<file path="src/hw/rtl/g2p_pkg.sv">
// Shared types, constants and helpers for the global-to-patch coordinate map.
// Used by the divide and square-root cells and by the top level.
// No dependencies.
`default_nettype none

package g2p_pkg;

    localparam int FRAC_BITS = 16;

    // Angular/cartesian quotients are at most 1.0, so FRAC_BITS + 1 quotient bits.
    localparam int RATIO_STEPS = FRAC_BITS + 1;
    localparam int ROOT_STEPS  = 64;
    localparam int RDIV_STEPS  = 32;
    localparam int PRE_ROOT    = 6;
    localparam int POST_ROOT   = 3;
    localparam int SIDE_DEPTH  = PRE_ROOT + ROOT_STEPS + POST_ROOT + RDIV_STEPS;
    localparam int RQ_DELAY    = SIDE_DEPTH - RATIO_STEPS;

    localparam logic CFG_INNER = 1'b0;
    localparam logic CFG_OUTER = 1'b1;

    localparam logic [30:0] INNER_RESET = 31'd65536;
    localparam logic [30:0] OUTER_RESET = 31'd655360;

    typedef enum logic [2:0] {
        PATCH_CART = 3'd0,
        PATCH_PX   = 3'd1,
        PATCH_NX   = 3'd2,
        PATCH_PY   = 3'd3,
        PATCH_NY   = 3'd4,
        PATCH_PZ   = 3'd5,
        PATCH_NZ   = 3'd6
    } patch_t;

    // One restoring-divide step: partial remainder, divisor, dividend bits
    // still to shift in (MSB first) and the quotient gathered so far.
    typedef struct packed {
        logic [61:0] rem;
        logic [61:0] den;
        logic [31:0] low;
        logic [31:0] quo;
    } div_word_t;

    // One digit-by-digit square root step.
    typedef struct packed {
        logic [65:0]  rem;
        logic [63:0]  root;
        logic [127:0] rad;
    } root_word_t;

    typedef struct packed {
        patch_t patch;
        logic   is_cart;
        logic   r0_zero;
        logic   radii_eq;
        logic   neg_a;
        logic   neg_b;
        logic   neg_c;
    } side_t;

    function automatic logic [31:0] mag32(input logic [31:0] v);
        return v[31] ? 32'(-v) : v;
    endfunction

endpackage

`default_nettype wire

</file>
<file path="src/hw/rtl/g2p_sqrt_cell.sv">
// One registered square-root step: take two radicand bits, settle one root bit.
// Depends on g2p_pkg.
`default_nettype none

module g2p_sqrt_cell (
    input  wire logic               clk,
    input  wire g2p_pkg::root_word_t word_in,
    output g2p_pkg::root_word_t      word_out
);

    logic [67:0]         cur;
    logic [67:0]         trial;
    logic                fits;
    g2p_pkg::root_word_t word_next;
    g2p_pkg::root_word_t word_reg;

    always_comb
    begin
        cur            = {word_in.rem, word_in.rad[127:126]};
        trial          = {2'b00, word_in.root, 2'b01};
        fits           = cur >= trial;
        word_next.rem  = fits ? 66'(cur - trial) : cur[65:0];
        word_next.root = {word_in.root[62:0], fits};
        word_next.rad  = {word_in.rad[125:0], 2'b00};
    end

    always_ff @(posedge clk)
    begin
        word_reg <= word_next;
    end

    assign word_out = word_reg;

endmodule

`default_nettype wire

</file>
<file path="config.mk">
export PLATFORM = sky130hd
export DESIGN_NAME = g2p_sqrt_cell
export DESIGN_NICKNAME = d
export VERILOG_FILES = /design/src/hw/rtl/g2p_pkg.sv /design/src/hw/rtl/g2p_sqrt_cell.sv
export SDC_FILE = /design/constraint.sdc
export NUM_CORES = 1
export LEC_CHECK = 0
export CORE_AREA = 3 3 198 200
export CTS_CLUSTER_DIAMETER = 120
export DETAILED_ROUTE_END_ITERATION = 10
export DIE_AREA = 0 0 201 203
export DONT_BUFFER_PORTS = 1
export PLACE_DENSITY_LB_ADDON = 0.2
export SETUP_SLACK_MARGIN = 0.5
export SYNTH_ARGS = -nofsm -noshare
export SYNTH_HDL_FRONTEND = slang
export SYNTH_SLANG_ARGS = --single-unit
export TNS_END_PERCENT = 20
</file>
<file path="constraint.sdc">
create_clock -name clk -period 6.8 [get_ports clk]
set_input_delay 0.34 -clock clk [delete_from_list [all_inputs] [get_ports clk]]
set_output_delay 0.34 -clock clk [all_outputs]
set_load 0.02 [all_outputs]
</file>
[Word-level counts from Yosys, hierarchy flattened]
Cells that the tools add are included.
Widths: inputs -> output; s select.
Storage, ports and cells
  register bits: 256
  input port bits: 259
  output and inout port bits: 258
  word-level logic and storage cells: 6
Operators by class
  add/sub/neg operators: 1
  magnitude comparators: 1
  mux-type cells: 1
Operator list (number)
  $ge 68x66->1: 1
  $mux 66: 1
  $sub 66x66->66: 1

[Logic depth before layout (Yosys ltp)]
Gate-level depths: netlist of run 1.
  word-level depth: 2
  gate-level depth with buffers: 15
  gate-level depth less buffers: 12

[Worst setup path after synthesis of run 1]
No wires, ideal clock.
  kind: input -> register
  start: input port word_in[166] in the netlist's numbering
  end: register word_reg (netlist bit word_out[251])
  setup time: 0.123 ns
  arrival: 3.330 ns
  required time: 6.677 ns
  slack: 3.347 ns
  stages on the path: 12
  buffers on the path: 3
  path through: inv_1 -> ha_1 -> buf_2 -> nand4_2 -> or4_1 -> or4_4 -> o211a_4 -> a31oi_4 -> a2bb2oi_4 -> buf_6 -> buf_8 -> mux2_1
RTL lines
  start, declared: line g2p_sqrt_cell.sv:7  | input wire g2p_pkg::root_word_t word_in,
  end signal, assigned: line g2p_sqrt_cell.sv:29  | word_reg <= word_next;
  end, declared: line g2p_sqrt_cell.sv:15  | g2p_pkg::root_word_t word_reg;

==> results.yml, run 1 <==
placement:
  gp_congestion: 0.853
  place.port_buffers: 0
  dpl_cell_area_um2: 10800
  hpwl_um: 32600
route:
  first_pass_iters: 4
  drt_iter0_drc: 358
  ant_nets: 0
  vias_per_cell: 4.78
  detail_route.wl_per_cell_um: 23.6
  drcViolationCount: 0
  vias: 8648
  wirelength_um: 42800
die:
  boundaryPins: 517
  die_y_um: 203
  rows: 71
  start_util_pct: 27.5
  core_um2: 37600
  dieArea_um2: 40800
  fp.dieW_um: 201
power:
  p_per_area_nw_per_um2: 292
  p_leak_nw: 6.07
  ir_drop_mv: 0.204
worst_setup_path:
  critPathMaxFanout: 28
  startpoint_type: "input port"
  critical_path.slowest_cell: "a2bb2oi_4"
  crit_path_end_kind: "flip-flop"
  slowest_delay_ps: 600
  path_cells: "dlygate4sd3_1 -> inv_1 -> ha_1 -> nand2b_1 -> a211o_1 -> nand2_1 -> nand2_1 -> o21ai_0 -> a211oi_1 -> o211a_4 -> a31oi_4 -> a2bb2oi_4 -> buf_4 -> mux2_2"
  cp.required_ps: 7250
  arrival_ps: 4990
  cpMostUsedCell: "nand2_1"
  crit_type: "input port to flip-flop"
timing:
  min_period_over_period_pct: 66.8
  fin_tns_setup_ps: 0
  rsz0062_at_grt: "no"
  worst_pin_slew_ps: 955
  final-hold-violation-count: 0
  period_needed_ps: 4540
  setup_violations: 0
  max_freq_ghz: 0.220
  maxSlewViolCount: 0
  slew_headroom_pct: 34.7
cts:
  cts.clk_slew.worst_paths_ps: 60
  ctsResizeCount: 0
  clk_path_buf_depth: 3
  clk_root_buffer_cell: "clkbuf_16"
  cts_buffers: 28
  cts.sinks: 256
  h-tree-depth: 1
  tritoncts: "built"
synth:
  synthArstFlopShare_pct: 0
  synthAdderAreaFrac_pct: 8.00
  synth_most_common_cell: "dfxtp_1"
  synth-xor-area-share_pct: 4.84
  ys_warn_count: 0
  yosysTopAreaCell: "dfxtp_1"
  syn-instance-count: 1023
  synth_top_family_by_area: "compound AO/OA/AOI/OAI gates"
  synth_edf_count: 0
  ys.flop_type: "dfxtp_1"
  yosys-top-cells-count: "dfxtp_1 (256), a21oi_1 (87), inv_1 (78), nand2_1 (69), ha_1 (66)"
  synth_top_area_share_pct: 49.6
  ys_ff_latch: 256
  ys_types: 64
  ys_seq_area_share_pct: 49.6
  synthMuxAreaShare_pct: 7.16
  avgSynthCellArea_um2: 10.1
  syn_area_um2: 10300
  synth_compound_area_share_pct: 15.1
  yosys-top-cells-area: "dfxtp_1 (50%), ha_1 (8.0%), a21oi_1 (4.2%), mux2_2 (4.0%), xnor2_1 (3.0%)"
  synthSimpleGateAreaFrac_pct: 10.5
status:
  status: "finished clean"
final_layout:
  area.sequential_um2: 5120
  drive_above_1_share_pct: 7.39
  largest_reg_flops: 256
  finish.utilization_pct: 38.0
  design_area_um2: 14300
  multi_input_area_um2: 4720
  nets: 1603
  fillers: 3786
  area_delta_synth_final_pct: 38.2
hold_path:
  min_path_type: "input port to flip-flop"
global_route:
  overflow: 0
  grt_pass1_vias: 9165
  use_met3_pct: 5.36
  grt_max_degree: 29
  antenna_found_initial: 2
  met2_usage_pct: 33.7
  gr-usage-all-layers_pct: 20.0
  grt_pass1_wl_um: 61800
  use_met1_pct: 24.4
  top_usage_layer: "met2"
flow_run:
  drv_cap: 0
final cells by class:
| class | instances | area share, % |
|---|---|---|
| Inverter | 78 | 2.05 |
| Sequential cell | 256 | 35.9 |
| Multi-Input combinational cell | 657 | 33.1 |
| Tap cell | 511 | 4.48 |
| Clock buffer | 39 | 5.56 |
| Antenna cell | 1 | 0.0175 |
| Clock inverter | 12 | 0.912 |
| Timing Repair Buffer | 257 | 18.0 |
layout by cell type, fill, tap and decap left out, types with 3 or more instances in the layout:
cell and instances:
mux2_1 26, nand3_1 19, o211ai_1 7, o41ai_1 3, a31o_2 4, ha_1 66
nor4_1 8, a21oi_1 87, o21ai_0 46, mux2_2 37, or3_1 3, clkbuf_8 3
a21boi_0 3, xor2_1 22, xnor2_1 35, nor3_1 22, o21a_1 7, nand2b_1 7
nand3b_1 3, a211oi_1 4, clkinv_2 4, nand2_1 69, a211o_1 3, and2_1 3
clkbuf_16 29, a311oi_1 3, nor2_1 50, inv_1 78, a21o_1 31, mux2i_1 3
and3_1 7, dlygate4sd3_1 255, nand4_1 16, o21bai_1 13, dfxtp_1 256, nor2b_1 7
or4_1 4, a31oi_1 9, clkbuf_1 7
worst max-delay path: cells and delay by family:
| family | cells | cell delay, ps |
|---|---|---|
| and+or+nand+nor | 3 | 390 |
| buffers and inverters | 3 | 1100 |
| muxes | 1 | 380 |
| adders and majority gates | 1 | 220 |
| AOI/OAI and AO/OA | 6 | 2490 |
through the flow:
step | hold WS (ps) | power [W] | std cells | setup WS, ps
3_5_place_dp | 368 | 0.00254 | 1504 | 2170
3_3_place_gp | 368 | 0.00255 | 1504 | 2270
4_1_cts | 171 | 0.00420 | 1810 | 2250
6_report | 185 | 0.00416 | 1811 | 2260
2_1_floorplan | 368 | 0.00237 | 1024 | 3350
5_1_grt | 207 | 0.00433 | 1810 | 2000
metal layers:
layer / up-vias / wire length, um
li1: 4093 / -
met1: 4100 / 17500
met2: 393 / 20400
met3: 60 / 3250
met4: 2 / 1520
met5: - / 85
power breakdown:
part,leakage [nW],total [W],switching (W),internal [W]
logic,3.46,0.000683,0.000347,0.000336
clock network,0.449,0.00153,0.000635,0.000893
registers,2.16,0.00195,0.000294,0.00166
final timing paths:
path / startpoint / endpoint / slack (ps) / cells after the start
worst max-delay path: word_in[126] / word_out[198]$_DFF_P_ / 2260 / 14
worst min-delay path: word_in[126] / word_out[195]$_DFF_P_ / 190 / 4
cells by family after synthesis:
group | Yosys count
AOI/OAI and AO/OA | 242
other | 1
buffers and inverters | 111
adders and majority gates | 66
xor gates and xnor gates | 57
DFF | 256
muxes | 66
and+or+nand+nor | 224
timing repair:
action,CTS,global route
hold buffers,255,0
endpoints found under the hold margin,255,0
buffers inserted,0,0
Note: power is estimated with default switching activity, not from simulation.
==> inputs of run 2 (changes only) <==
- ABC_AREA: not set -> 1
- CORE_AREA: 3 3 198 200 -> 3 3 201 203
- DIE_AREA: 0 0 201 203 -> 0 0 204 206
- clock period: 6.8 -> 4.35 ns (I/O delays scaled with it)
==> run 2 against run 1 <==
Clock power increased by 69%; first-iteration DRC count grew 100%; non-clock buffer count is the same; critical path depth is 2 higher; core utilization grew 3.8 points; sequential share of layout area shrank 4.2 points; final area increased by 13%; sequential power up 53%; global-route usage up 6.3 points; highest routed layer unchanged.
==> results.yml, run 2 <==
flow_run:
  drv_cap: 0
route:
  detail_route.wl_per_cell_um: 22.5
  vias_per_cell: 4.61
  first_pass_iters: 5
  ant_nets: 0
  wirelength_um: 57900
  vias: 11800
  drt_iter0_drc: 732
  drcViolationCount: 0
die:
  rows: 72
  boundaryPins: 517
  die_y_um: 206
  fp.dieW_um: 204
  dieArea_um2: 42000
  core_um2: 38600
  start_util_pct: 31.1
timing:
  maxSlewViolCount: 0
  min_period_over_period_pct: 66.7
  rsz0062_at_grt: "no"
  slew_headroom_pct: 44.6
  fin_tns_setup_ps: 0
  timing.hold.ws_ps: 51.5
  setup_violations: 0
  worst_pin_slew_ps: 831
  max_freq_ghz: 0.344
  period_needed_ps: 2900
  final-hold-violation-count: 0
  fin_ws_ps: 1450
worst_setup_path:
  critPathTopFamily: "buffers and inverters"
  critPathMaxFanout: 34
  cpMostUsedCell: "nand2_1"
  arrival_ps: 3400
  critical_path.slowest_cell: "dlygate4sd3_1"
  cp.required_ps: 4850
  cp.buffers_inverters: 5
  slowest_delay_ps: 550
  path_cells: "dlygate4sd3_1 -> inv_1 -> ha_1 -> inv_1 -> nand2_1 -> nand2_1 -> nand4_1 -> nand3_1 -> nand2_1 -> nand3_1 -> nand2_1 -> nand2_2 -> inv_2 -> buf_12 -> nand2_1 -> nand2_1"
  crit_type: "input port to flip-flop"
  startpoint_type: "input port"
  crit_path_end_kind: "flip-flop"
synth:
  ys_seq_area_share_pct: 42.6
  ys_ff_latch: 256
  yosys-top-cells-area: "dfxtp_1 (43%), nand2_1 (21%), inv_1 (9.7%), ha_1 (6.9%), nand3_1 (3.5%)"
  yosys-top-cells-count: "nand2_1 (674), inv_1 (311), dfxtp_1 (256), nor2_1 (101), nand3_1 (83)"
  avgSynthCellArea_um2: 6.85
  syn-instance-count: 1758
  yosysTopAreaCell: "dfxtp_1"
  synth_edf_count: 0
  synth_top_area_share_pct: 42.6
  syn_area_um2: 12000
  ys.flop_type: "dfxtp_1"
  synthArstFlopShare_pct: 0
  ys_types: 29
  synth_most_common_cell: "nand2_1"
  ys_warn_count: 0
cts:
  tritoncts: "built"
  cts_buffers: 28
  cts.clk_slew.worst_paths_ps: 60
  clk_root_buffer_cell: "clkbuf_16"
  clk_path_buf_depth: 3
  h-tree-depth: 1
  cts.sinks: 256
placement:
  gp_congestion: 0.935
  hpwl_um: 46600
  dpl_cell_area_um2: 12600
  place.port_buffers: 0
  dp_slack_ps: 1210
global_route:
  use_met1_pct: 31.7
  overflow: 0
  grt_max_degree: 69
  grt_pass1_wl_um: 81100
  use_met3_pct: 4.69
  grt_pass1_vias: 12100
  antenna_found_initial: 1
  gr-usage-all-layers_pct: 26.2
  met2_usage_pct: 47.2
  top_usage_layer: "met2"
final_layout:
  drive_above_1_share_pct: 4.44
  largest_reg_flops: 256
  nets: 2355
  layout_common_cells: "nand2_1 (674), inv_1 (311), dfxtp_1 (256), dlygate4sd3_1 (255), nor2_1 (101)"
  design_area_um2: 16100
  area_delta_synth_final_pct: 34.1
  layout_commonest_cell: "nand2_1"
status:
  status: "finished clean"
power:
  clkPwrFrac_pct: 38.1
  p_sw_w: 0.00218
  p_int_w: 0.00463
  seqPwrFrac_pct: 44.0
  p_leak_nw: 8.46
  finalPower_w: 0.00680
  ir_drop_mv: 0.276
  sw_frac_of_total_pct: 32.0
  pwr-share-comb_pct: 18.0
  p_per_area_nw_per_um2: 421
hold_path:
  min_path_type: "input port to flip-flop"
## run 2: cell types whose count changed after synthesis, sizes merged, moves of 19 or more
cell    previous run  this run
nand3             19        83
clkbuf            19         0
inv               78       337
nor2              50       108
xnor2             35         3
o21ai             47        26
a21o              31         0
mux2              63         0
nand2             69       682
## run 2: path summary, 6_finish.rpt
check | slack (ps) | depth (start not counted) | to | startpoint
worst max-delay path | 1450 | 16 | word_out[244]$_DFF_P_ | word_in[127]
worst min-delay path | 50 | 4 | word_out[199]$_DFF_P_ | word_in[197]
## run 2: routing by layer
metal  vias to the layer above  share of wire, %
met5                         -             0.022
met4                         2               3.4
met3                        82               5.6
met2                       418                50
met1                      5466                41
li1                       5864                 -
## run 2: final cells by class
| type | count | area (um^2) |
|---|---|---|
| fill | 4011 | 22500 |
| multi-input combinational | 1149 | 5510 |
| sequential | 256 | 5120 |
| timing repair buffer | 257 | 2580 |
| inverter | 338 | 1270 |
| clock buffer | 34 | 753 |
| tap | 518 | 648 |
| clock inverter | 16 | 251 |
| antenna | 1 | 2.50 |
## run 2: repair_timing
| item | 4_1_cts | 5_1_grt |
|---|---|---|
| hold endpoints to repair | 255 | 0 |
| setup buffers | 0 | 0 |
| hold buffers | 255 | 0 |
| gates resized for setup | 0 | 0 |
## run 2: tightest hold or removal path, stage by stage
cell     delay, ps
ha_1           170
xor2_1          80
nand2_1         60
nand2_1         40
## run 2: cell families (layout without fill, tap and decap cells)
family / after synthesis / count (layout) / synth area share (%)
xor+xnor: 33 / 33 / 2.40
compound gates: 122 / 122 / 5.37
buf+inv: 354 / 645 / 11.7
simple gates: 926 / 926 / 31.1
other cells: 1 / 3 / 0.0312
flops: 256 / 256 / 42.6
fa+ha+maj: 66 / 66 / 6.86
## run 2: power by group through the flow
stage / combinational, W / clock (W) / sequential [W]
floorplan: 0.000714 / 0 / 0.00296
global placement: 0.00102 / 0 / 0.00306
detailed placement: 0.00102 / 0 / 0.00305
CTS: 0.00123 / 0.00264 / 0.00300
global route: 0.00137 / 0.00275 / 0.00300
finish: 0.00122 / 0.00259 / 0.00299
## run 2: stage by stage
stage	cells	utilization [%]
2_1_floorplan	1759	-
3_3_place_gp	2263	32.6
3_5_place_dp	2263	32.6
4_1_cts	2568	41.8
5_1_grt	2568	41.8
6_report	2569	41.8
