### src/hw/rtl/g2p_pkg.sv
// Shared types, constants and helpers for the global-to-patch coordinate map.
// Used by the divide and square-root cells and by the top level.
// No dependencies.
`default_nettype none

package g2p_pkg;

    localparam int FRAC_BITS = 16;

    // Angular/cartesian quotients are at most 1.0, so FRAC_BITS + 1 quotient bits.
    localparam int RATIO_STEPS = FRAC_BITS + 1;
    localparam int ROOT_STEPS  = 64;
    localparam int RDIV_STEPS  = 32;
    localparam int PRE_ROOT    = 6;
    localparam int POST_ROOT   = 3;
    localparam int SIDE_DEPTH  = PRE_ROOT + ROOT_STEPS + POST_ROOT + RDIV_STEPS;
    localparam int RQ_DELAY    = SIDE_DEPTH - RATIO_STEPS;

    localparam logic CFG_INNER = 1'b0;
    localparam logic CFG_OUTER = 1'b1;

    localparam logic [30:0] INNER_RESET = 31'd65536;
    localparam logic [30:0] OUTER_RESET = 31'd655360;

    typedef enum logic [2:0] {
        PATCH_CART = 3'd0,
        PATCH_PX   = 3'd1,
        PATCH_NX   = 3'd2,
        PATCH_PY   = 3'd3,
        PATCH_NY   = 3'd4,
        PATCH_PZ   = 3'd5,
        PATCH_NZ   = 3'd6
    } patch_t;

    // One restoring-divide step: partial remainder, divisor, dividend bits
    // still to shift in (MSB first) and the quotient gathered so far.
    typedef struct packed {
        logic [61:0] rem;
        logic [61:0] den;
        logic [31:0] low;
        logic [31:0] quo;
    } div_word_t;

    // One digit-by-digit square root step.
    typedef struct packed {
        logic [65:0]  rem;
        logic [63:0]  root;
        logic [127:0] rad;
    } root_word_t;

    typedef struct packed {
        patch_t patch;
        logic   is_cart;
        logic   r0_zero;
        logic   radii_eq;
        logic   neg_a;
        logic   neg_b;
        logic   neg_c;
    } side_t;

    function automatic logic [31:0] mag32(input logic [31:0] v);
        return v[31] ? 32'(-v) : v;
    endfunction

endpackage

`default_nettype wire

### src/hw/rtl/g2p_div_cell.sv
// One registered restoring-divide step: one quotient bit per cell.
// Depends on g2p_pkg.
`default_nettype none

module g2p_div_cell (
    input  wire logic              clk,
    input  wire g2p_pkg::div_word_t word_in,
    output g2p_pkg::div_word_t      word_out
);

    logic [62:0]        trial;
    logic               fits;
    g2p_pkg::div_word_t word_next;
    g2p_pkg::div_word_t word_reg;

    always_comb
    begin
        trial          = {word_in.rem, word_in.low[31]};
        fits           = trial >= {1'b0, word_in.den};
        word_next.rem  = fits ? 62'(trial - {1'b0, word_in.den}) : trial[61:0];
        word_next.den  = word_in.den;
        word_next.low  = {word_in.low[30:0], 1'b0};
        word_next.quo  = {word_in.quo[30:0], fits};
    end

    always_ff @(posedge clk)
    begin
        word_reg <= word_next;
    end

    assign word_out = word_reg;

endmodule

`default_nettype wire

### config.mk
export PLATFORM = sky130hd
export DESIGN_NAME = g2p_div_cell
export DESIGN_NICKNAME = d
export VERILOG_FILES = /design/src/hw/rtl/g2p_pkg.sv /design/src/hw/rtl/g2p_div_cell.sv
export SDC_FILE = /design/constraint.sdc
export NUM_CORES = 1
export LEC_CHECK = 0
export BUFFER_PORTS_ARGS = -buffer_cell sky130_fd_sc_hd__buf_2
export CAP_MARGIN = 5
export CORE_MARGIN = 3
export CORE_UTILIZATION = 45
export CTS_CLUSTER_SIZE = 20
export DETAILED_ROUTE_END_ITERATION = 12
export GPL_TIMING_DRIVEN = 0
export PLACE_DENSITY = 0.76
export SYNTH_ARGS = -nofsm -noshare
export SYNTH_HDL_FRONTEND = slang
export SYNTH_SLANG_ARGS = --single-unit
### constraint.sdc
create_clock -name clk -period 4.6 [get_ports clk]
set_clock_uncertainty 0.2 [all_clocks]
set_input_delay 0.46 -clock clk [delete_from_list [all_inputs] [get_ports clk]]
set_output_delay 0.46 -clock clk [all_outputs]
set_load 0.05 [all_outputs]
# After elaboration in Yosys (flattened, before gate mapping)
# Index checks and enable logic that the tools add are counted.
word_totals:
  regBits: 187
  latchBits: 0
  mem_bits_rw: 0
  romBits: 0
  input_bits: 189
  wordCells: 7
  memories: 0
op_classes:
  n_addsub: 1
  mul: 0
  n_div: 0
  n_lt_le_gt_ge: 1
  eq_ne: 0
  shifts: 0
  n_mux: 1
  bitwise_logic: 0
  reduce_logical: 0
op_table:
  columns: ["cell", "count"]
  rows:
  - ["$ge 63x62->1", 1]
  - ["$mux 62", 1]
  - ["$sub 62x62->62", 1]

# Logic depth before layout (Yosys ltp)
# Gate-level depths: netlist of the first run.
depth:
  word_depth: 2
  depth_mapped: 14
  ltp_nobuf: 13

# Least setup slack after synthesis of the first run
# OpenSTA, ideal clock, no wires.
synth_timing:
  kind: "in2reg"
  start: "in word_in[63] (netlist name)"
  end: "reg word_reg (netlist bit word_out[182])"
  setup_time_ps: 122
  t_arrival_ps: 3379
  required_ps: 4278
  path_slack_ps: 898
  cell_stages: 14
  cell_sequence: "inv_1 > ha_1 > inv_1 > fa_1 > a211oi_2 > nor2_1 > o31a_1 > or2_1 > buf_6 > a221o_1 > a2111o_1 > and2_4 > a2111oi_4 > o41ai_2"
synth_rtl:
  columns: ["item", "line_no", "rtl"]
  rows:
  - ["from (decl)", "g2p_div_cell.sv:7", "input wire g2p_pkg::div_word_t word_in,"]
  - ["to (signal assigned)", "g2p_div_cell.sv:28", "word_reg <= word_next;"]
  - ["to (decl)", "g2p_div_cell.sv:14", "g2p_pkg::div_word_t word_reg;"]

==> results.md, run 1 <==
- Based on the critical path, the design can be clocked at up to 221 MHz.
- The fraction of the mapped netlist area in adder cells is 9.29%.
- When the netlist entered floorplanning its net count stood at around 1200.
- The final weighted congestion in routability-driven placement is 0.930.
- Measured along the x axis, the die boundary spans 145 um.
- The first global-routing pass estimated 48900 um of wire.
- TritonCTS created 17 clock buffers.
- The critical path buffer and inverter count is 3.
- The starting utilization of the core area is 46.2%.
- In this design, the critical path's most frequently occurring cell is sky130_fd_sc_hd__o211ai_1.
- The number of hold-slack violations in the final timing report was 0.
- The net total in the final layout is 1700.
- The power density relative to cell area is 405 nW/um^2.
- The average instance area after synthesis is 9.36 sq um.
- The utilization after layout is 67.9%.
- The register with the most flip-flops in the layout has 187 of them.
- IR analysis of the VDD net gives a maximum drop of 0.000361 V.
- Summing the areas of all xor and xnor instances in the mapped netlist gives 4.53% of the synthesized area.
- The via count of the first global-routing pass is 9109.
- The H-tree depth is 4.
- The maximum number of pins on one net before global-route repair is 24.
- Setup violations remaining at the end of the flow were counted as 0.
- The number of synthesis warnings is 0.
- The slew at the pin with the worst max-slew slack is 1.37 ns.
- The flow ran to the end, and the final reports show no timing, DRC or antenna violations.
- The worst setup path is captured at a flip-flop.
- The die span in y is 145 um.
- Data on the critical path is required at its endpoint by 4.73 ns.
- The share of power burned in combinational logic is approximately 34%.
- The critical path goes through dlygate4sd3_1, buf_2, inv_1, ha_1, o211ai_1, a21oi_2, o21ai_2, o211ai_1, o2111ai_1, a2111oi_0, o31a_1, nor4b_1, o41ai_2.
- The leakage power is 6.11 nW.
- The detail route stage leaves a number of antenna-violating nets equal to 0.
- The routed wire length on met3 is 2230 um.
- The critical path launch point type is an input pin.
- Setup repair after global routing left no endpoint under its margin.
- The initial antenna violation count is 3.
- In the final routing, the length of wire on met1 measures 12800 um.
- The area of the core region is 18800 sq um.
- The tightest slew margin relative to the limit is 6.55%.
- The setup slack of the critical path after layout is ~0.074 ns.
- The largest family of logic cells by synthesized area is compound AO/OA/AOI/OAI gates.
- The fill cell total of the finished layout is between 1500 and 2000.
- The largest stage delay on the critical path is 1.24 ns.
- The number of flops mapped to enable cells by yosys is 0.
- Sequential elements use 43.0% of the synthesized area.
- No sink is reached through more buffers than the 2 on the longest clock path.
- The launch point of the critical path is word_in[66].
- The flip-flop and latch area is 3740 sq um.
- The most instantiated flip-flop cell in the synthesis netlist is sky130_fd_sc_hd__dfxtp_1.
- The distinct cell type count after synthesis is 71.
- The sequential cell fraction of total power is a little over a third.
- Among cell families on the critical path, the largest total delay comes from compound AO/OA/AOI/OAI gates.
- The total die area is 21000 sq um.
- The count of pins over their slew limit is 0.
- In this run the most critical hold path is launched from word_in[168].
- The tightest min-delay check is of the in -> reg type.
- Compared with the post-synthesis result, the final layout area differs by 47.0%.
- The total congestion overflow is 0.
- The cell count after synthesis is 930.
- The violation count after the first detailed-route iteration is 489.
- Of the post-synthesis cell area, the part taken by muxes is 4.39%.
- In this run, the clock network consumes a little under a third of the power.
- STA puts the critical path data arrival time at 4.65 ns.
- After routing, the total negative slack on setup checks comes to 0 ns.
- The average vias per placed instance is around 5.2.
- Of all cell types, the one taking the most synthesized area is sky130_fd_sc_hd__dfxtp_1.
- The mean routed wirelength per cell is 18.4 um.
- The area fraction in compound gates after synthesis is 19.7%.
- The synthesized netlist devotes approximately 14% of its cell area to simple gates.
- The critical path in this run is classified as in -> reg.
- The floorplan has 50 rows.
- The number of gates resized after CTS was 0.
- The clock root buffer master is sky130_fd_sc_hd__clkbuf_16.
- Net switching is 39.7% of the power.
- The share of flip-flops with an asynchronous set or reset after synthesis is 0%.
- The minimum period implied by the final worst setup slack is ~4.5 ns.
- The flip-flop and latch count after synthesis is ~190.
- The topmost layer with routed signal wires is met5.
- The share of synthesized area in the top cell type comes to 43.0%.
- The global routing usage summed across all routing layers is 28.9%.
- 377 I/O pins were placed.
- Detailed placement ended at an HPWL of 23500 um.
- Of the cells placed in the final design, the portion with a size suffix greater than 1 is between 30% and 40%.
- The final design area excluding fillers is 12800 sq um.
- The area of the multi-input gates is 4490 sq um.
- Clock-pin slew was measured on the worst setup and hold paths at ~0.080 ns.
- For this block, the routed nets add up to 31700 um of wire.
- The length of the first detailed-routing pass in iterations is 5.
- Summed over all nets, the switching power comes to 0.00206 W.
- The via count is 8984.
- The internal power of the cells totals 0.00312 W.
- By area the synthesized netlist is led by sky130_fd_sc_hd__dfxtp_1 43%, sky130_fd_sc_hd__ha_1 9.1%, sky130_fd_sc_hd__mux2_2 4.3%, sky130_fd_sc_hd__a21oi_1 4.1%, sky130_fd_sc_hd__inv_1 3.4%.
- Across the run, the number of max-cap violations was 0.
- Detailed routing placed a total of approximately 15000 um of wire on met2.
- The final critical-path share of the clock period is 98.4%.
- The count of buffers added on input and output ports is 374.
- Of all nets on the critical path, the largest fanout is 6.
- TritonCTS built the clock tree.
- The combined area of all synthesized cells is 8700 sq um.
- For this design, the sink count on the clock tree is 187.
- Among all stages on the critical path, the largest delay is contributed by sky130_fd_sc_hd__a2111oi_0.
- The pre-CTS worst setup slack is 0.284 ns.
- For this run, design rule violations remaining after detail routing come to 0.
- The hold slack is 0.0589 ns.
- After detailed placement, the total cell area comes to 10900 sq um.
[cells in the mapped netlist (12+ instances only)]
library cell               number
sky130_fd_sc_hd__a21o_1        14
sky130_fd_sc_hd__a21oi_1       72
sky130_fd_sc_hd__clkbuf_1      17
sky130_fd_sc_hd__dfxtp_1      187
sky130_fd_sc_hd__ha_1          63
sky130_fd_sc_hd__inv_1         78
sky130_fd_sc_hd__mux2_2        33
sky130_fd_sc_hd__nand2_1       59
sky130_fd_sc_hd__nand3_1       39
sky130_fd_sc_hd__nand4_1       18
sky130_fd_sc_hd__nor2_1        46
sky130_fd_sc_hd__nor3_1        21
sky130_fd_sc_hd__o21ai_0       52
sky130_fd_sc_hd__o21bai_1      16
sky130_fd_sc_hd__o31ai_1       12
sky130_fd_sc_hd__xnor2_1       32
sky130_fd_sc_hd__xor2_1        13
[metrics by stage]
step	power (W)	std cells
3_3_place_gp	0.00352	1564
6_report	0.00518	1722
5_1_grt	0.00538	1722
2_1_floorplan	0.00309	930
4_1_cts	0.00518	1720
3_5_place_dp	0.00354	1564
[metal layers]
metal | up-vias | GRT usage (%)
met5 | - | 0
met4 | 2 | 12.3
met3 | 74 | 6.40
met2 | 431 | 49.8
met1 | 4132 | 34.9
li1 | 4345 | -
[power groups by stage]
stage | Clock (W) | Combinational [W] | Sequential, W
after floorplan | 0 | 0.000591 | 0.00250
after global placement | 0 | 0.00165 | 0.00186
after detailed placement | 0 | 0.00167 | 0.00187
after CTS | 0.00159 | 0.00176 | 0.00183
after global routing | 0.00165 | 0.00188 | 0.00185
final | 0.00157 | 0.00178 | 0.00184
[cell usage in the layout, fill, tap and decap left out, drive strengths merged, types with 12 or more instances in the layout]
cell type / count
ha: 63
dlygate4sd3: 124
inv: 87
buf: 388
nor3: 21
o21ai: 58
nand2: 59
o31ai: 12
xnor2: 32
nand4: 18
a21oi: 73
xor2: 13
mux2: 33
a21o: 16
o21bai: 16
clkbuf: 34
nand3: 40
nor2: 46
dfxtp: 187
[final timing paths]
kind | cells past startpoint | to | slack [ns]
setup / recovery | 13 | word_out[187]$_DFF_P_ | 0.07
hold / removal | 3 | word_out[169]$_DFF_P_ | 0.06
[logic make-up after synthesis]
group / count (synthesis)
buffers and inverters: 110
adder cells (fa/ha/maj): 64
XOR/XNOR: 45
other: 1
AND/OR/NAND/NOR: 237
multiplexers: 34
flip-flops: 187
AO/OA/AOI/OAI: 252
[what timing repair did]
| action | CTS | global route |
|---|---|---|
| buffers inserted | 0 | 0 |
| hold buffers | 124 | 0 |
| hold endpoints to repair | 124 | 0 |
[worst min-delay path, stage by stage]
cell	delay (ns)
sky130_fd_sc_hd__buf_2	0.09
sky130_fd_sc_hd__nand3_1	0.05
sky130_fd_sc_hd__o21ai_0	0.06
[cell type report]
cell class,count,area share (%)
plain buffers,31,1.32
inverters,79,2.32
clock inverters,15,1.73
diodes,2,0.0391
clock buffers,17,3.33
well taps,260,2.54
repair buffers,498,24.3
multi-input cells,633,35.1
flip-flops and latches,187,29.3
No activity file was read; power rests on OpenSTA's default activity.
==> run 2: changes to the inputs <==
- REMOVE_ABC_BUFFERS: default -> 1
- SLEW_MARGIN: default -> 20
==> run 2 against run 1 <==
- maximum frequency grew 2.5%
- critical path depth is the same
- first-iteration DRC count grew 9.4%
- power shrank 1.2%
- via count shrank 0.14%
- hold slack lost 0.0033 ns
- final cell count shrank 1.4%
- clock power shrank 4%
- core utilization shrank 0.70 points
- critical path type unchanged
- critical endpoint is now word_out[155]$_DFF_P_
- largest power group unchanged
- highest routed layer unchanged
==> results.md, run 2 (synthesis results as in run 1) <==
- The final design area excluding fillers is 12700 sq um (-1.0%).
- The starting utilization of the core area came to 46.2% (unchanged).
- The leakage power is 6.05 nW (-1.0%).
- The worst supply voltage drop on vdd came to 0.000263 V (-27%).
- The total net switching power is 0.00202 W (-1.8%).
- The worst setup path is captured at a flip-flop.
- The class of the most critical setup path is in -> reg.
- The data arrival time of the critical path was 4.53 ns (-0.12 ns).
- The I/O pin count is 377 (unchanged).
- The tightest slew margin relative to the limit came to 34.3% (+28 points).
- The class of the tightest hold or removal check is in -> reg.
- The fill cell total of the finished layout is 1471 (-2.2%).
- The count of antenna-violating nets left after detailed routing came to 0 (unchanged).
- The count of pins over their slew limit came to 0 (unchanged).
- The first-pass GRT wire length came to 49300 um (+0.71%).
- The required time at the worst-slack endpoint is 4.71 ns (-0.02 ns).
- The total die area came to 21000 sq um (unchanged).
- The area of the core region was 18800 sq um (unchanged).
- The sequential cell fraction of total power is 36.0% (+0.6 points).
- The mean routed wirelength per cell came to 18.5 um (+0.70%).
- The length of the first detailed-routing pass in iterations is 5 (unchanged).
- The share of power burned in combinational logic is 34.5% (+0.2 points).
- The minimum period implied by the final worst setup slack is 4.42 ns (-0.110 ns).
- The number of CTS-inserted buffers is 17 (unchanged).
- The maximum fanout along the worst path is 34 (+28).
- The via count of the first global-routing pass is 9061 (-0.53%).
- The final count of negative-setup-slack endpoints is 0 (unchanged).
- The utilization after layout was 67.2% (-0.70 points).
- The number of buffers on the longest clock path is 2 (unchanged).
- The cell-internal power is 0.00309 W (-0.87%).
- The die span in y came to 145 um (unchanged).
- The number of hold-slack violations in the final timing report is 0 (unchanged).
- The final critical-path share of the clock period came to 96.0% (-2.4 points).
- The switching share of power is 39.5% (-0.21 points).
- The average vias per placed instance came to 5.28 (+1.3%).
- In the layout the commonest cells are 376 x sky130_fd_sc_hd__buf_2, 187 x sky130_fd_sc_hd__dfxtp_1, 124 x sky130_fd_sc_hd__dlygate4sd3_1.
- The width of the chip is 145 um (unchanged).
- The total DRC errors in the routed layout is 0 (unchanged).
- The setup slack of the critical path after layout is 0.184 ns (+0.110 ns).
- The clock root buffer master is sky130_fd_sc_hd__clkbuf_16.
- The slew at the pin with the worst max-slew slack was 0.982 ns (-0.384 ns).
- The clock power share is 29.5% (-0.7 points).
- The global routing usage summed across all routing layers is 29.1% (+0.17 points).
- The maximum number of pins on one net before global-route repair was 35 (+46%).
- The overall routed net length is 31500 um (-0.70%).
- The power density relative to cell area is 404 nW/um^2 (-0.20%).
- The row count is 50 (unchanged).
- The total congestion overflow is 0 (unchanged).
- The clock transition time at the flip-flop clock pins of the worst setup and hold paths is 0.08 ns (about the same).
- The violation count after the first detailed-route iteration came to 535 (+9.4%).
- Leaving out fill and tap cells, the most frequent cell in the layout is sky130_fd_sc_hd__buf_2.
- The highest clock frequency the design can meet is 226 MHz (+2.5%).
- The run finished with clean final reports.
- TritonCTS built the clock tree.
- The max capacitance violation total is 0 (unchanged).
- The H-tree depth is 4 (unchanged).
- The via count came to 8971 (-0.14%).
- The number of buffers inserted by port buffering is 374 (unchanged).
- The initial antenna violation count is 3 (unchanged).
- The critical path launch point type is an input pin.
- The flip-flop count of the largest register, all copies and words added is 187 (unchanged).
- The clock net sink count was 187 (unchanged).
- The final weighted congestion in routability-driven placement is 0.904 (-2.8%).
- The area growth from synthesis to layout is 45.5%.
- The sum of net half-perimeters after detailed placement is 22500 um (-4.0%).
- The net total in the final layout is 1674 (-1.5%).
- The fraction of final layout cells sized beyond drive strength 1 came to 32.9% (+0.18 points).
- The pre-CTS worst setup slack is -0.451 ns (-0.735 ns).
- The setup TNS is 0 ns (unchanged).
- The number of buffers inserted to repair setup after CTS came to 0 (unchanged).
- The total cell area at the placement stage was 10800 sq um (-1.2%).
## run 2: cell type report
cell class | count | area, sq um | share of cell area [%]
Tap cell | 260 | 325 | 2.57
Timing Repair Buffer | 503 | 3150 | 24.8
Multi-Input combinational cell | 633 | 4510 | 35.6
Clock buffer | 17 | 425 | 3.36
Antenna cell | 4 | 10.0 | 0.0791
Inverter | 79 | 302 | 2.38
Sequential cell | 187 | 3740 | 29.6
Clock inverter | 15 | 200 | 1.58
## run 2: power groups by stage
stage / Clock (W) / Combinational (W) / Sequential, W
after detailed placement: 0 / 0.00165 / 0.00187
after global placement: 0 / 0.00164 / 0.00187
after CTS: 0.00153 / 0.00175 / 0.00184
after floorplan: 0 / 0.000578 / 0.00250
after global routing: 0.00159 / 0.00187 / 0.00185
final: 0.00151 / 0.00177 / 0.00184
## run 2: final timing paths
| path | from | to | cells past startpoint |
|---|---|---|---|
| setup / recovery | word_in[85] | word_out[155]$_DFF_P_ | 13 |
| hold / removal | word_in[178] | word_out[179]$_DFF_P_ | 3 |
## run 2: stage by stage
| stage | hold slack (ns) | total power, W | std cells |
|---|---|---|---|
| finish | 0.0556 | 0.00512 | 1698 |
| global route | 0.0582 | 0.00531 | 1696 |
| CTS | 0.0446 | 0.00511 | 1694 |
| detailed placement | 0.364 | 0.00353 | 1538 |
| global placement | 0.362 | 0.00351 | 1533 |
| floorplan | 0.288 | 0.00308 | 899 |
## run 2: what timing repair did
action                                  in CTS  in global routing
hold buffers                               124                  0
endpoints found under the setup margin       4                 33
gates cloned                                 0                  0
pin swaps                                    0                  0
endpoints found under the hold margin      124                  0
gates resized for setup                      1                  2
## run 2: metal layers
metal / wire (um) / GRT usage [%]
met2: 15900 / 52.8
met1: 12700 / 33.9
met4: 903 / 10.2
met5: 20 / 0
met3: 1890 / 6.18
## run 2: worst max-delay path, cell delays in order
cell and delay [ns]:
sky130_fd_sc_hd__dlygate4sd3_1 0.55, sky130_fd_sc_hd__buf_2 0.12, sky130_fd_sc_hd__inv_1 0.04, sky130_fd_sc_hd__ha_1 0.39, sky130_fd_sc_hd__and3_1 0.28, sky130_fd_sc_hd__nand2_1 0.12
sky130_fd_sc_hd__o21ba_2 0.27, sky130_fd_sc_hd__a2111oi_4 0.39, sky130_fd_sc_hd__o21ai_1 0.18, sky130_fd_sc_hd__a211o_4 0.54, sky130_fd_sc_hd__and2_4 0.39, sky130_fd_sc_hd__inv_6 0.36
sky130_fd_sc_hd__mux2_2 0.40
==> run 3: changes to the inputs <==
- GPL_TIMING_DRIVEN: 0 -> default
==> run 3 against run 2 <==
- maximum frequency grew 4.1%
- sequential power is essentially flat
- via count shrank 0.50%
- global-route usage shrank 0.53 points
- hold slack lost 0.0027 ns
- core utilization grew 0.23 points
- clock-buffer cell count is the same
- setup slack gained 0.17 ns
- non-clock buffer count grew 3
- first-iteration DRC count shrank 3.7%
- combinational power is essentially flat
==> results.md, run 3 (synthesis results as in run 1) <==
- The total die area came to 21000 sq um (unchanged).
- The area of the core region was 18800 sq um (unchanged).
- The flip-flop count of the largest register, all copies and words added is 187 (unchanged).
- The clock net sink count is 187 (unchanged).
- The total congestion overflow was 0 (unchanged).
- The minimum period implied by the final worst setup slack was 4.24 ns (-0.173 ns).
- The number of CTS-inserted buffers is 17 (unchanged).
- The pre-CTS worst setup slack came to 0.475 ns (+0.926 ns).
- The global routing usage summed across all routing layers came to 28.6% (-0.53 points).
- The highest clock frequency the design can meet was 236 MHz (+4.1%).
- The starting utilization of the core area is 46.2% (unchanged).
- The utilization after layout is 67.5% (+0.23 points).
- The count of cells along the worst hold path came to 3 (unchanged).
- The flip-flop and latch area is 3740 sq um (unchanged).
- The final count of negative-setup-slack endpoints came to 0 (unchanged).
- The violation count after the first detailed-route iteration came to 515 (-3.7%).
- The slew at the pin with the worst max-slew slack was 0.576 ns (-0.406 ns).
- The total DRC errors in the routed layout is 0 (unchanged).
- The critical path buffer and inverter count came to 5 (+1).
- The class of the tightest hold or removal check is in -> reg.
- The setup TNS was 0 ns (unchanged).
- The flow ran to the end, and the final reports show no timing, DRC or antenna violations.
- The row count is 50 (unchanged).
- The data arrival time of the critical path was 4.37 ns (-0.16 ns).
- The overall power after layout is 0.00521 W (+1.9%).
- The largest stage delay on the critical path is 0.52 ns (-0.03 ns).
- The startpoint of the worst hold path is word_in[175].
- The count of antenna-violating nets left after detailed routing was 0 (unchanged).
- The via count of the first global-routing pass came to 9105 (+0.49%).
- The overall routed net length was 31100 um (-1.2%).
- Setup repair after global routing left no endpoint under its margin.
- The library cell used most frequently in the layout, excluding fill and tap cells, is sky130_fd_sc_hd__buf_2.
- The number of buffers on the longest clock path came to 2 (unchanged).
- The path with the worst hold slack has its endpoint at word_out[176]$_DFF_P_.
- The sum of net half-perimeters after detailed placement is 22500 um (about the same).
- The power density relative to cell area is 410 nW/um^2 (+1.5%).
- The number of buffers inserted by port buffering was 374 (unchanged).
- The required time at the worst-slack endpoint came to 4.72 ns (about the same).
- The highest-delay cell along the critical path is sky130_fd_sc_hd__dlygate4sd3_1.
- The number of instances resized during post-cts repair was 0 (-1).
- The fraction of final layout cells sized beyond drive strength 1 is 33.0% (+0.070 points).
- The maximum fanout along the worst path is 30 (-12%).
- The worst setup path is launched from an input pin.
- The count of pins over their slew limit was 0 (unchanged).
- The width of the chip is 145 um (unchanged).
- The mean routed wirelength per cell is 18.3 um (-1.2%).
- The critical path is of the in -> reg type.
- The TritonCTS clock tree is built.
- The H-tree depth is 4 (unchanged).
- The area of the multi-input gates is 4500 sq um (-0.22%).
- The I/O pin count is 377 (unchanged).
- The first-pass GRT wire length was 48300 um (-1.9%).
- From synthesis to final layout, the design area changed by 46.0%.
- The clock transition time at the flip-flop clock pins of the worst setup and hold paths is 0.08 ns (about the same).
- The tightest slew margin relative to the limit is 61.3% (+27 points).
- The die span in y is 145 um (unchanged).
- The worst supply voltage drop on vdd is 0.000256 V (-3.0%).
- Traced cell by cell, the critical path runs through dlygate4sd3_1, buf_2, inv_1, ha_1, o211ai_1, a21oi_2, o21ai_2, o221a_2, a2111oi_4, o21ai_1, a211o_1, and2_4, inv_2, buf_4, mux2_2.
- The net total in the final layout is 1677 (+0.18%).
- The via count is 8926 (-0.50%).
- The kind of end point of the critical path is a flip-flop.
- The final critical-path share of the clock period is 92.2% (-3.8 points).
- The leakage power is 6.08 nW (+0.47%).
- The number of hold-slack violations in the final timing report is 0 (unchanged).
- The top cell types in the final layout, fill and taps aside, are 374 x sky130_fd_sc_hd__buf_2, 187 x sky130_fd_sc_hd__dfxtp_1, 124 x sky130_fd_sc_hd__dlygate4sd3_1.
- The cell sitting at the root of the clock tree is a sky130_fd_sc_hd__clkbuf_16.
- On the critical path the largest part of the delay comes from compound AO/OA/AOI/OAI gates.
- The hold slack is 0.0529 ns (-0.00268 ns).
- The maximum number of pins on one net before global-route repair is 31 (-11%).
- The average vias per placed instance is 5.26 (-0.50%).
- The fill cell total of the finished layout is 1468 (-0.20%).
- The initial antenna violation count was 2 (-1).
- The setup slack of the critical path after layout is 0.358 ns (+0.173 ns).
- The max capacitance violation total is 0 (unchanged).
- The length of the first detailed-routing pass in iterations was 7 (+2).
- The final weighted congestion in routability-driven placement is 0.911 (+0.76%).
==> run 3: where the power goes <==
group          internal [W]  total, W  switching [W]  leakage, nW
clock              0.000815   0.00161       0.000791        0.318
combinational      0.000557   0.00177        0.00121         4.18
sequential          0.00179   0.00184      0.0000451         1.58
total               0.00317   0.00521        0.00204         6.08
==> run 3: layout make-up <==
| type | instances | share of cell area (%) |
|---|---|---|
| antenna | 1 | 0.0197 |
| clock buffer | 17 | 3.35 |
| clock inverter | 15 | 1.87 |
| inverter | 79 | 2.33 |
| multi-input combinational | 633 | 35.4 |
| sequential | 187 | 29.5 |
| tap | 260 | 2.56 |
| timing repair buffer | 506 | 25.0 |
==> run 3: repair_timing <==
item / in CTS / in global routing
hold buffers: 124 / 0
endpoints found under the hold margin: 124 / 0
setup buffers: 0 / 0
==> run 3: worst max-delay path by stage <==
stage                            endpoint  slack (ns)    startpoint  depth (start not counted)
finish              word_out[181]$_DFF_P_        0.36   word_in[66]                         15
global route        word_out[164]$_DFF_P_        0.15  word_in[108]                         14
CTS                 word_out[181]$_DFF_P_        0.40   word_in[66]                         15
global placement    word_out[182]$_DFF_P_        0.52   word_in[63]                         14
detailed placement  word_out[177]$_DFF_P_        0.47   word_in[66]                         14
floorplan           word_out[129]$_DFF_P_       -2.19  word_in[120]                         12
==> run 3: stage by stage <==
stage               instance area [sq um]  cells
floorplan                            8530    899
global route                        12700   1698
detailed placement                  10800   1541
finish                              12700   1698
global placement                    10800   1541
CTS                                 12700   1697
==> run 3: per-layer routing <==
layer  vias up  track usage (%)  wire length (um)
met1      4163             33.4             12600
met4         2             12.2              1170
met2       385             49.9             15300
met3        73             7.15              2070
met5         -                0                13
li1       4303                -                 -
==> run 3: tightest hold or removal path, stage by stage <==
cell and delay (ns):
sky130_fd_sc_hd__buf_2 0.09, sky130_fd_sc_hd__nand3_1 0.05, sky130_fd_sc_hd__o21ai_0 0.06
